### src/rtl/awf_pkg.sv
package awf_pkg;

	// Fixed datapath widths, sized for a window of radius 15 (961 pixels)
	localparam int CW    = 11;	// coordinate and window bound
	localparam int NW    = 10;	// pixel count
	localparam int SW    = 20;	// sum of channel sums
	localparam int QW    = 30;	// sum of squared channel sums
	localparam int VW    = 40;	// n*Q - S*S
	localparam int LW    = 56;	// variance and noise terms scaled by 2^16
	localparam int REMW  = 64;	// dividend and remainder
	localparam int QTW   = 9;	// quotient bits, magnitude never exceeds 255
	localparam int DSW   = REMW + QTW;
	localparam int OFFW  = 10;	// signed correction

	// Register indexes
	localparam logic [1:0] REG_WIDTH  = 2'd0;
	localparam logic [1:0] REG_HEIGHT = 2'd1;
	localparam logic [1:0] REG_RADIUS = 2'd2;
	localparam logic [1:0] REG_NOISE  = 2'd3;

	// Reset values
	localparam logic [9:0]  RST_WIDTH  = 10'd512;
	localparam logic [9:0]  RST_HEIGHT = 10'd512;
	localparam logic [2:0]  RST_RADIUS = 3'd1;
	localparam logic [15:0] RST_NOISE  = 16'd0;

	// Controller steps, also the controller state codes
	localparam logic [3:0] OP_IDLE  = 4'd0;
	localparam logic [3:0] OP_SETUP = 4'd1;
	localparam logic [3:0] OP_WALK  = 4'd2;
	localparam logic [3:0] OP_DRAIN = 4'd3;
	localparam logic [3:0] OP_M1    = 4'd4;
	localparam logic [3:0] OP_M2    = 4'd5;
	localparam logic [3:0] OP_M3    = 4'd6;
	localparam logic [3:0] OP_M4    = 4'd7;
	localparam logic [3:0] OP_M5    = 4'd8;
	localparam logic [3:0] OP_M6    = 4'd9;
	localparam logic [3:0] OP_M7    = 4'd10;
	localparam logic [3:0] OP_M8    = 4'd11;
	localparam logic [3:0] OP_DLOAD = 4'd12;
	localparam logic [3:0] OP_DIV   = 4'd13;
	localparam logic [3:0] OP_ROUND = 4'd14;
	localparam logic [3:0] OP_OUT   = 4'd15;

	localparam int DEF_MAX_WIDTH  = 512;
	localparam int DEF_MAX_HEIGHT = 512;
	localparam int DEF_MAX_RADIUS = 7;

	typedef struct packed {
		logic       take;
		logic [3:0] op;
	} cmd_t;

	typedef struct packed {
		logic in_image;
		logic walk_last;
		logic pipe_empty;
		logic div_last;
		logic out_full;
	} status_t;

endpackage

### src/rtl/awf_ctrl.sv
module awf_ctrl (
	input  logic             clk,
	input  logic             arst_n,
	input  logic             in_valid,
	input  logic             in_mode,
	input  awf_pkg::status_t status,
	output awf_pkg::cmd_t    cmd
);
	import awf_pkg::*;

	logic [3:0] state_q;
	logic [3:0] state_d;

	always_comb begin
		state_d = state_q;
		case (state_q)
			OP_IDLE: begin
				if (in_valid && in_mode) begin
					state_d = OP_SETUP;
				end
			end
			OP_SETUP: state_d = status.in_image ? OP_WALK : OP_IDLE;
			OP_WALK: begin
				if (status.walk_last) begin
					state_d = OP_DRAIN;
				end
			end
			OP_DRAIN: begin
				if (status.pipe_empty) begin
					state_d = OP_M1;
				end
			end
			OP_M1:    state_d = OP_M2;
			OP_M2:    state_d = OP_M3;
			OP_M3:    state_d = OP_M4;
			OP_M4:    state_d = OP_M5;
			OP_M5:    state_d = OP_M6;
			OP_M6:    state_d = OP_M7;
			OP_M7:    state_d = OP_M8;
			OP_M8:    state_d = OP_DLOAD;
			OP_DLOAD: state_d = OP_DIV;
			OP_DIV: begin
				if (status.div_last) begin
					state_d = OP_ROUND;
				end
			end
			OP_ROUND: state_d = OP_OUT;
			OP_OUT: begin
				if (!status.out_full) begin
					state_d = OP_IDLE;
				end
			end
			default: state_d = OP_IDLE;
		endcase
	end

	always_ff @(posedge clk or negedge arst_n) begin
		if (!arst_n) begin
			state_q <= OP_IDLE;
		end else begin
			state_q <= state_d;
		end
	end

	assign cmd.take = (state_q == OP_IDLE);
	assign cmd.op   = state_q;

endmodule

### config.mk
export PLATFORM = sky130hd
export DESIGN_NAME = awf_ctrl
export DESIGN_NICKNAME = d
export VERILOG_FILES = /design/src/rtl/awf_pkg.sv /design/src/rtl/awf_ctrl.sv
export SDC_FILE = /design/constraint.sdc
export NUM_CORES = 1
export LEC_CHECK = 0
export ABC_AREA = 1
export BUFFER_PORTS_ARGS = -buffer_cell sky130_fd_sc_hd__buf_2
export CAP_MARGIN = 15
export CELL_PAD_IN_SITES_DETAIL_PLACEMENT = 2
export CELL_PAD_IN_SITES_GLOBAL_PLACEMENT = 2
export CORE_AREA = 2 2 43 45
export CTS_CLUSTER_DIAMETER = 60
export CTS_CLUSTER_SIZE = 12
export DETAILED_ROUTE_END_ITERATION = 10
export DIE_AREA = 0 0 45 47
export PLACE_DENSITY_LB_ADDON = 0.1
export SYNTH_ARGS = -nofsm -noshare
export SYNTH_HDL_FRONTEND = slang
export SYNTH_SLANG_ARGS = --single-unit
### constraint.sdc
create_clock -name clk -period 2.2 [get_ports clk]
set_input_delay 0 -clock clk [delete_from_list [all_inputs] [get_ports clk]]
set_output_delay 0 -clock clk [all_outputs]
set_load 0.005 [all_outputs]
==> metrics.cfg, run 1 <==
[global_routing]
antenna_found_initial=0
grt.overflow.total=0
first_global_vias=418
grt.total_usage_pct=13.5
grt_pass1_wl_um=1970
grt_max_degree=12

[setup_path]
critPathArrivalTime_ns=1.51
reg2reg_depth=9
worstSetupPathType=flop to flop
reg2reg_from=state_q[1]$_DFFE_PN0P_
cp-start-kind=flop
crit_path_end_kind=flop
r2r_slack_ns=0.81
crit_path_max_fanout=11
worstPathRequired_ns=2.32
worstReg2RegEnd=state_q[3]$_DFFE_PN0P_

[cells_and_area]
finish.utilization_pct=29.5
final-seq-area_um2=100
nFillCells=207
drive_gt1_share_pct=34.2
largest_register_ffs=4
nets=87
syn_to_final_growth_pct=29.7
multiInputGateArea_um2=234
top_regs=state_q: 4 flops
finalInstanceArea_um2=487
regMostFlops=state_q
diodes=0

[logic_synthesis]
synth.net_count=69
yosys_most_used_dff=dfrtp_1
yosysWarningCount=0
ys_async_sr_fraction_pct=100
synth_area_um2=375
synth_area_leaders=dfrtp_1 (27%), nand2_1 (22%), nand2_4 (9.0%)
synth_edf_count=0
yosysTopAreaCell=dfrtp_1
syn_area_per_cell_um2=6.26
syn_inst=60
netlist_top_cells_count=nand2_1 (22), inv_1 (5), nand3_1 (5), nor2_1 (5)
yosysUniqueCellTypes=16
netlist.area_leader.share_pct=26.7
ys_ff_latch=4
yosysMostFrequentCell=nand2_1
yosysSeqAreaShare_pct=26.7

[routing]
vias=424
routed-wl-met2_um=618
wl_per_cell_um=13.0
dr_wl_met3_um=36
first_pass_iters=2
detail-route-antenna-nets=0
maxUsedRoutingLayer=met4
wl_met1_um=542
viasPerCell=4.56
wl_um=1210
drt_iter0_drc=1
drc=0

[die]
start_util_pct=22.7
boundaryPins=14
dieArea_mm2=0.00212
core_mm2=0.00165
die_w_um=45
num_rows=15
die_h_um=47

[cts]
clock_sinks=4
post_cts_resize_count=0
clk_path_buf_depth=2
cts-buffers-inserted=3
worstSkewPairLatency_ns=0.24
postCtsHoldBufs=1
root_buffer=clkbuf_4
post_cts_buffers=0
cts.clk_slew.worst_paths_ns=0.04
htreeDepth=1
cts_tree=built

[timing]
slew_headroom_pct=70.7
maxSlewViolCount=0
finalSetupViolations=0
tightest_slew_ns=0.439
fmax_ghz=0.721
skew_ns=0.000138
fin_setup_tns_ns=0
hold_viol=0
rsz0062_at_grt=no
finalCritPeriodShare_pct=63.1
fin_crit_ns=1.39

[placed_design]
portBuffers=13
placed_cell_area_um2=454
place_hpwl_um=953
gp_congestion=0.705

[power_and_ir_drop]
power_density_mw_per_mm2=1400
p_leak_nw=0.306
max-vdd-ir-drop_uv=391

[outcome]
status=completed

[min_path]
hold_path.class=input pin to async pin

[run]
maxCapViolCount=0

-- power breakdown --
| part | total [mW] | internal (mW) | switching [mW] |
|---|---|---|---|
| Clock | 0.0941 | 0.0612 | 0.0329 |
| Combinational | 0.405 | 0.152 | 0.253 |
| Sequential | 0.184 | 0.109 | 0.0751 |
-- worst max-delay path, cell delays in order (launching register included) --
cell	delay [ns]
dfrtp_1	0.60
nand2_1	0.13
inv_2	0.13
nand2_4	0.05
nand2_2	0.08
nand2_4	0.06
nand2_4	0.08
inv_2	0.04
nand2_1	0.05
nand2_1	0.05
-- layout by cell type (no fill, tap or decap) --
| master | instances |
|---|---|
| clkbuf_4 | 3 |
| buf_2 | 13 |
| dfrtp_1 | 4 |
| o21ai_1 | 2 |
| dlygate4sd3_1 | 1 |
| o2bb2ai_1 | 1 |
| nand2_2 | 2 |
| nand2_4 | 3 |
| nand3b_1 | 2 |
| inv_2 | 4 |
| nor2_4 | 1 |
| nor2_1 | 5 |
| nand2_1 | 22 |
| inv_1 | 5 |
| nor4_1 | 1 |
| a21oi_1 | 1 |
| o21ai_0 | 1 |
| nand3_1 | 5 |
-- how the worst max path moves through the flow --
stage	from	cells past startpoint	slack, ns	to
2_1_floorplan	state_q[1]$_DFFE_PN0P_	9	1.07	state_q[3]$_DFFE_PN0P_
3_3_place_gp	state_q[1]$_DFFE_PN0P_	9	0.80	state_q[3]$_DFFE_PN0P_
3_5_place_dp	state_q[1]$_DFFE_PN0P_	9	0.77	state_q[3]$_DFFE_PN0P_
4_1_cts	state_q[1]$_DFFE_PN0P_	9	0.78	state_q[3]$_DFFE_PN0P_
5_1_grt	state_q[1]$_DFFE_PN0P_	9	0.62	state_q[3]$_DFFE_PN0P_
6_report	state_q[1]$_DFFE_PN0P_	9	0.81	state_q[3]$_DFFE_PN0P_
-- metrics by stage --
step / cells / hold slack [ns] / worst slack, ns / power, mW
after global placement: 89 / -0.193 / 0.803 / 0.598
after global routing: 93 / 0.127 / 0.620 / 0.776
final: 93 / 0.110 / 0.812 / 0.683
after CTS: 93 / 0.0846 / 0.780 / 0.709
after floorplan: 60 / -0.296 / 1.07 / 0.464
after detailed placement: 89 / -0.191 / 0.775 / 0.606
-- cell families after synthesis --
| group | Yosys count | share of synthesized area [%] |
|---|---|---|
| buf+inv | 10 | 11.0 |
| flops | 4 | 26.7 |
| compound gates | 5 | 7.66 |
| simple gates | 41 | 54.7 |
-- cell type report --
type	instances	area share, %
Multi-Input combinational cell	46	48.1
Sequential cell	4	20.6
Timing Repair Buffer	14	15.4
Inverter	9	6.94
Clock buffer	3	4.63
Tap cell	17	4.37
-- per-layer routing --
layer | vias up | GRT usage, %
li1 | 220 | -
met5 | - | 0
met2 | 8 | 23.7
met1 | 194 | 17.2
met4 | 0 | 3.53
met3 | 2 | 2.31
No activity file was read; power rests on OpenSTA's default activity.
==> run 2: changes to the inputs <==
--- a/config.mk
+++ b/config.mk
@@ -5,16 +5,16 @@
 export SDC_FILE = /design/constraint.sdc
 export NUM_CORES = 1
 export LEC_CHECK = 0
-export ABC_AREA = 1
+export ABC_AREA = 0
 export BUFFER_PORTS_ARGS = -buffer_cell sky130_fd_sc_hd__buf_2
 export CAP_MARGIN = 15
 export CELL_PAD_IN_SITES_DETAIL_PLACEMENT = 2
 export CELL_PAD_IN_SITES_GLOBAL_PLACEMENT = 2
-export CORE_AREA = 2 2 43 45
+export CORE_AREA = 2 2 41 43
 export CTS_CLUSTER_DIAMETER = 60
 export CTS_CLUSTER_SIZE = 12
 export DETAILED_ROUTE_END_ITERATION = 10
-export DIE_AREA = 0 0 45 47
+export DIE_AREA = 0 0 43 45
 export PLACE_DENSITY_LB_ADDON = 0.1
 export SYNTH_ARGS = -nofsm -noshare
 export SYNTH_HDL_FRONTEND = slang
==> constraint.sdc (replaced) <==
create_clock -name clk -period 1.1 [get_ports clk]
set_input_delay 0 -clock clk [delete_from_list [all_inputs] [get_ports clk]]
set_output_delay 0 -clock clk [all_outputs]
set_load 0.005 [all_outputs]
==> run 2 against run 1 <==
  * The flow now finishes with violations (setup timing)
  * Sequential share of layout area decreased by 1.2 points
  * Worst hold slack got worse by 0.032 ns
  * Clock power increased by 99%
  * Non-clock buffer count increased by 12
  * Cell count decreased by 23%
  * Count of clock-buffer cells in the layout unchanged
  * Register-to-register slack got worse by 0.87 ns
  * First-iteration DRC count decreased by 100%
  * Power increased by 130%
  * Combinational power increased by 140%
  * Critical path type is now flop to output pin
  * Highest routed layer unchanged
==> metrics.cfg, run 2 <==
[die]
start_util_pct=20.2
dieArea_mm2=0.00194
core_mm2=0.00147
num_rows=14
boundaryPins=14
die_h_um=45
die_w_um=43

[power_and_ir_drop]
p_leak_nw=0.231
power_density_mw_per_mm2=2870
power_mw=1.56
max-vdd-ir-drop_uv=735

[timing]
slew_headroom_pct=83.2
tightest_slew_ns=0.249
hold_viol=0
finalCritPeriodShare_pct=107
finalSetupViolations=4
skew_ns=0.00368
fin_setup_tns_ns=-0.164
rsz0062_at_grt=yes
setup_ws_ns=-0.0742
fin_crit_ns=1.17
fmax_ghz=0.852
maxSlewViolCount=0

[global_routing]
first_global_vias=381
grt_max_degree=9
antenna_found_initial=0
grt.total_usage_pct=12.3
grt.overflow.total=0
grt_pass1_wl_um=1660

[min_path]
hold_path.class=input pin to flop
min_path_cells=4

[placed_design]
portBuffers=13
place_hpwl_um=694
gp_congestion=0.716
placed_cell_area_um2=402

[logic_synthesis]
yosysUniqueCellTypes=18
netlist.area_leader.share_pct=33.6
ys_ff_latch=4
yosysWarningCount=0
synth_area_um2=298
yosys_most_used_dff=dfrtp_1
syn_area_per_cell_um2=9.93
netlist_top_cells_count=dfrtp_1 (4), nand2_1 (4), buf_6 (3), nor2_1 (3)
syn_inst=30
yosysSeqAreaShare_pct=33.6
yosysTopAreaCell=dfrtp_1
ys_async_sr_fraction_pct=100
synth_area_leaders=dfrtp_1 (34%), buf_6 (11%), a2111oi_4 (9.2%)
synth.net_count=39
synth_edf_count=0

[setup_path]
path_depth=3
cp_slowest_cell=dfrtp_2
crit_path_end_kind=output pin
slowest_delay_ns=0.43
critPathArrivalTime_ns=1.17
cp_cell_sequence=buf_6, nor4_1, buf_2
worstSetupPathType=flop to output pin
crit_path_max_fanout=3
reg2reg_depth=4
cp.buffers_inverters=2
path_delay_family=flip-flops
cp-start-kind=flop
worstPathRequired_ns=1.10

[cells_and_area]
finalInstanceArea_um2=542
diodes=0
nets=67
drive_gt1_share_pct=73.2
syn_to_final_growth_pct=81.9
layout_common_cells=buf_2 (13), buf_4 (7), nand2_1 (4), dfrtp_2 (4)
top_regs=state_q: 4 flops
final_common_cell=buf_2
finish.utilization_pct=36.8
regMostFlops=state_q
largest_register_ffs=4

[cts]
worstSkewPairLatency_ns=0.24
root_buffer=clkbuf_4
cts.clk_slew.worst_paths_ns=0.04
clk_path_buf_depth=2
clock_sinks=4
cts-buffers-inserted=3
cts_tree=built
htreeDepth=1

[routing]
first_pass_iters=1
drc=0
drt_iter0_drc=0
wl_per_cell_um=13.6
detail-route-antenna-nets=0
wl_um=982
vias=342
viasPerCell=4.75

[run]
maxCapViolCount=0

[outcome]
status=finished, violations left
violations=setup timing

==> run 2: cell count changes after synthesis, moves of 2 or more <==
cell     before  now
nand2_4       3    0
a31oi_1       0    2
nand2_1      22    4
nand3_1       5    1
o21ai_1       2    0
inv_2         4    0
nor2_1        5    3
inv_1         5    0
nor3_1        0    2
buf_6         0    3
==> run 2: worst paths after layout <==
kind                       slack [ns]                endpoint                    from
setup reg to reg                -0.06  state_q[0]$_DFFE_PN0P_  state_q[1]$_DFFE_PN0P_
min in group asynchronous        0.10  state_q[0]$_DFFE_PN0P_                  arst_n
hold / removal                   0.08  state_q[0]$_DFFE_PN0P_                 in_mode
max in group asynchronous        0.86  state_q[3]$_DFFE_PN0P_                  arst_n
hold reg to reg                  0.67  state_q[3]$_DFFE_PN0P_  state_q[0]$_DFFE_PN0P_
setup / recovery                -0.07                  cmd[4]  state_q[2]$_DFFE_PN0P_
==> run 2: kinds of logic (layout without fill, tap and decap cells) <==
group / Yosys count / after routing / synth area share (%)
flops: 4 / 4 / 33.6
simple gates: 15 / 15 / 26.9
compound gates: 8 / 8 / 28.2
buf+inv: 3 / 29 / 11.3
==> run 2: repair_timing <==
action / 4_1_cts / 5_1_grt
endpoints found under the hold margin: 4 / 0
pin swaps: 5 / 0
gates resized for setup: 10 / 4
setup buffers: 5 / 0
hold buffers: 1 / 0
setup endpoints to repair: 5 / 5
==> run 2: worst reg2reg max path, cell delays in order (launching register included) <==
cell	delay, ns
dfrtp_2	0.42
buf_12	0.14
a2111oi_4	0.28
o21a_1	0.16
a31oi_1	0.04
==> run 2: power breakdown <==
part | switching [mW] | internal (mW)
Combinational | 0.369 | 0.614
Sequential | 0.151 | 0.236
Clock | 0.0647 | 0.122
Total | 0.584 | 0.973
==> run 2: layout make-up <==
cell class	instances	area, um^2
clock buffers	3	22.5
well taps	16	20.0
repair buffers	26	201
multi-input cells	23	193
fillers	182	930
flip-flops and latches	4	105
==> run 2: per-layer routing <==
layer | up-vias | GRT usage (%) | wire length [um]
met5 | - | 0 | 0
met4 | 0 | 10.9 | 27
met3 | 3 | 1.60 | 60
met2 | 14 | 21.5 | 524
met1 | 160 | 13.1 | 370
li1 | 165 | - | -
==> run 2: through the flow <==
step	hold WS, ns	worst slack (ns)	std cells
6_report	0.0777	-0.0742	72
5_1_grt	0.104	-0.132	72
4_1_cts	0.0869	-0.0837	72
3_5_place_dp	-0.190	-0.137	63
3_3_place_gp	-0.188	-0.101	63
2_1_floorplan	-0.296	-0.0329	30
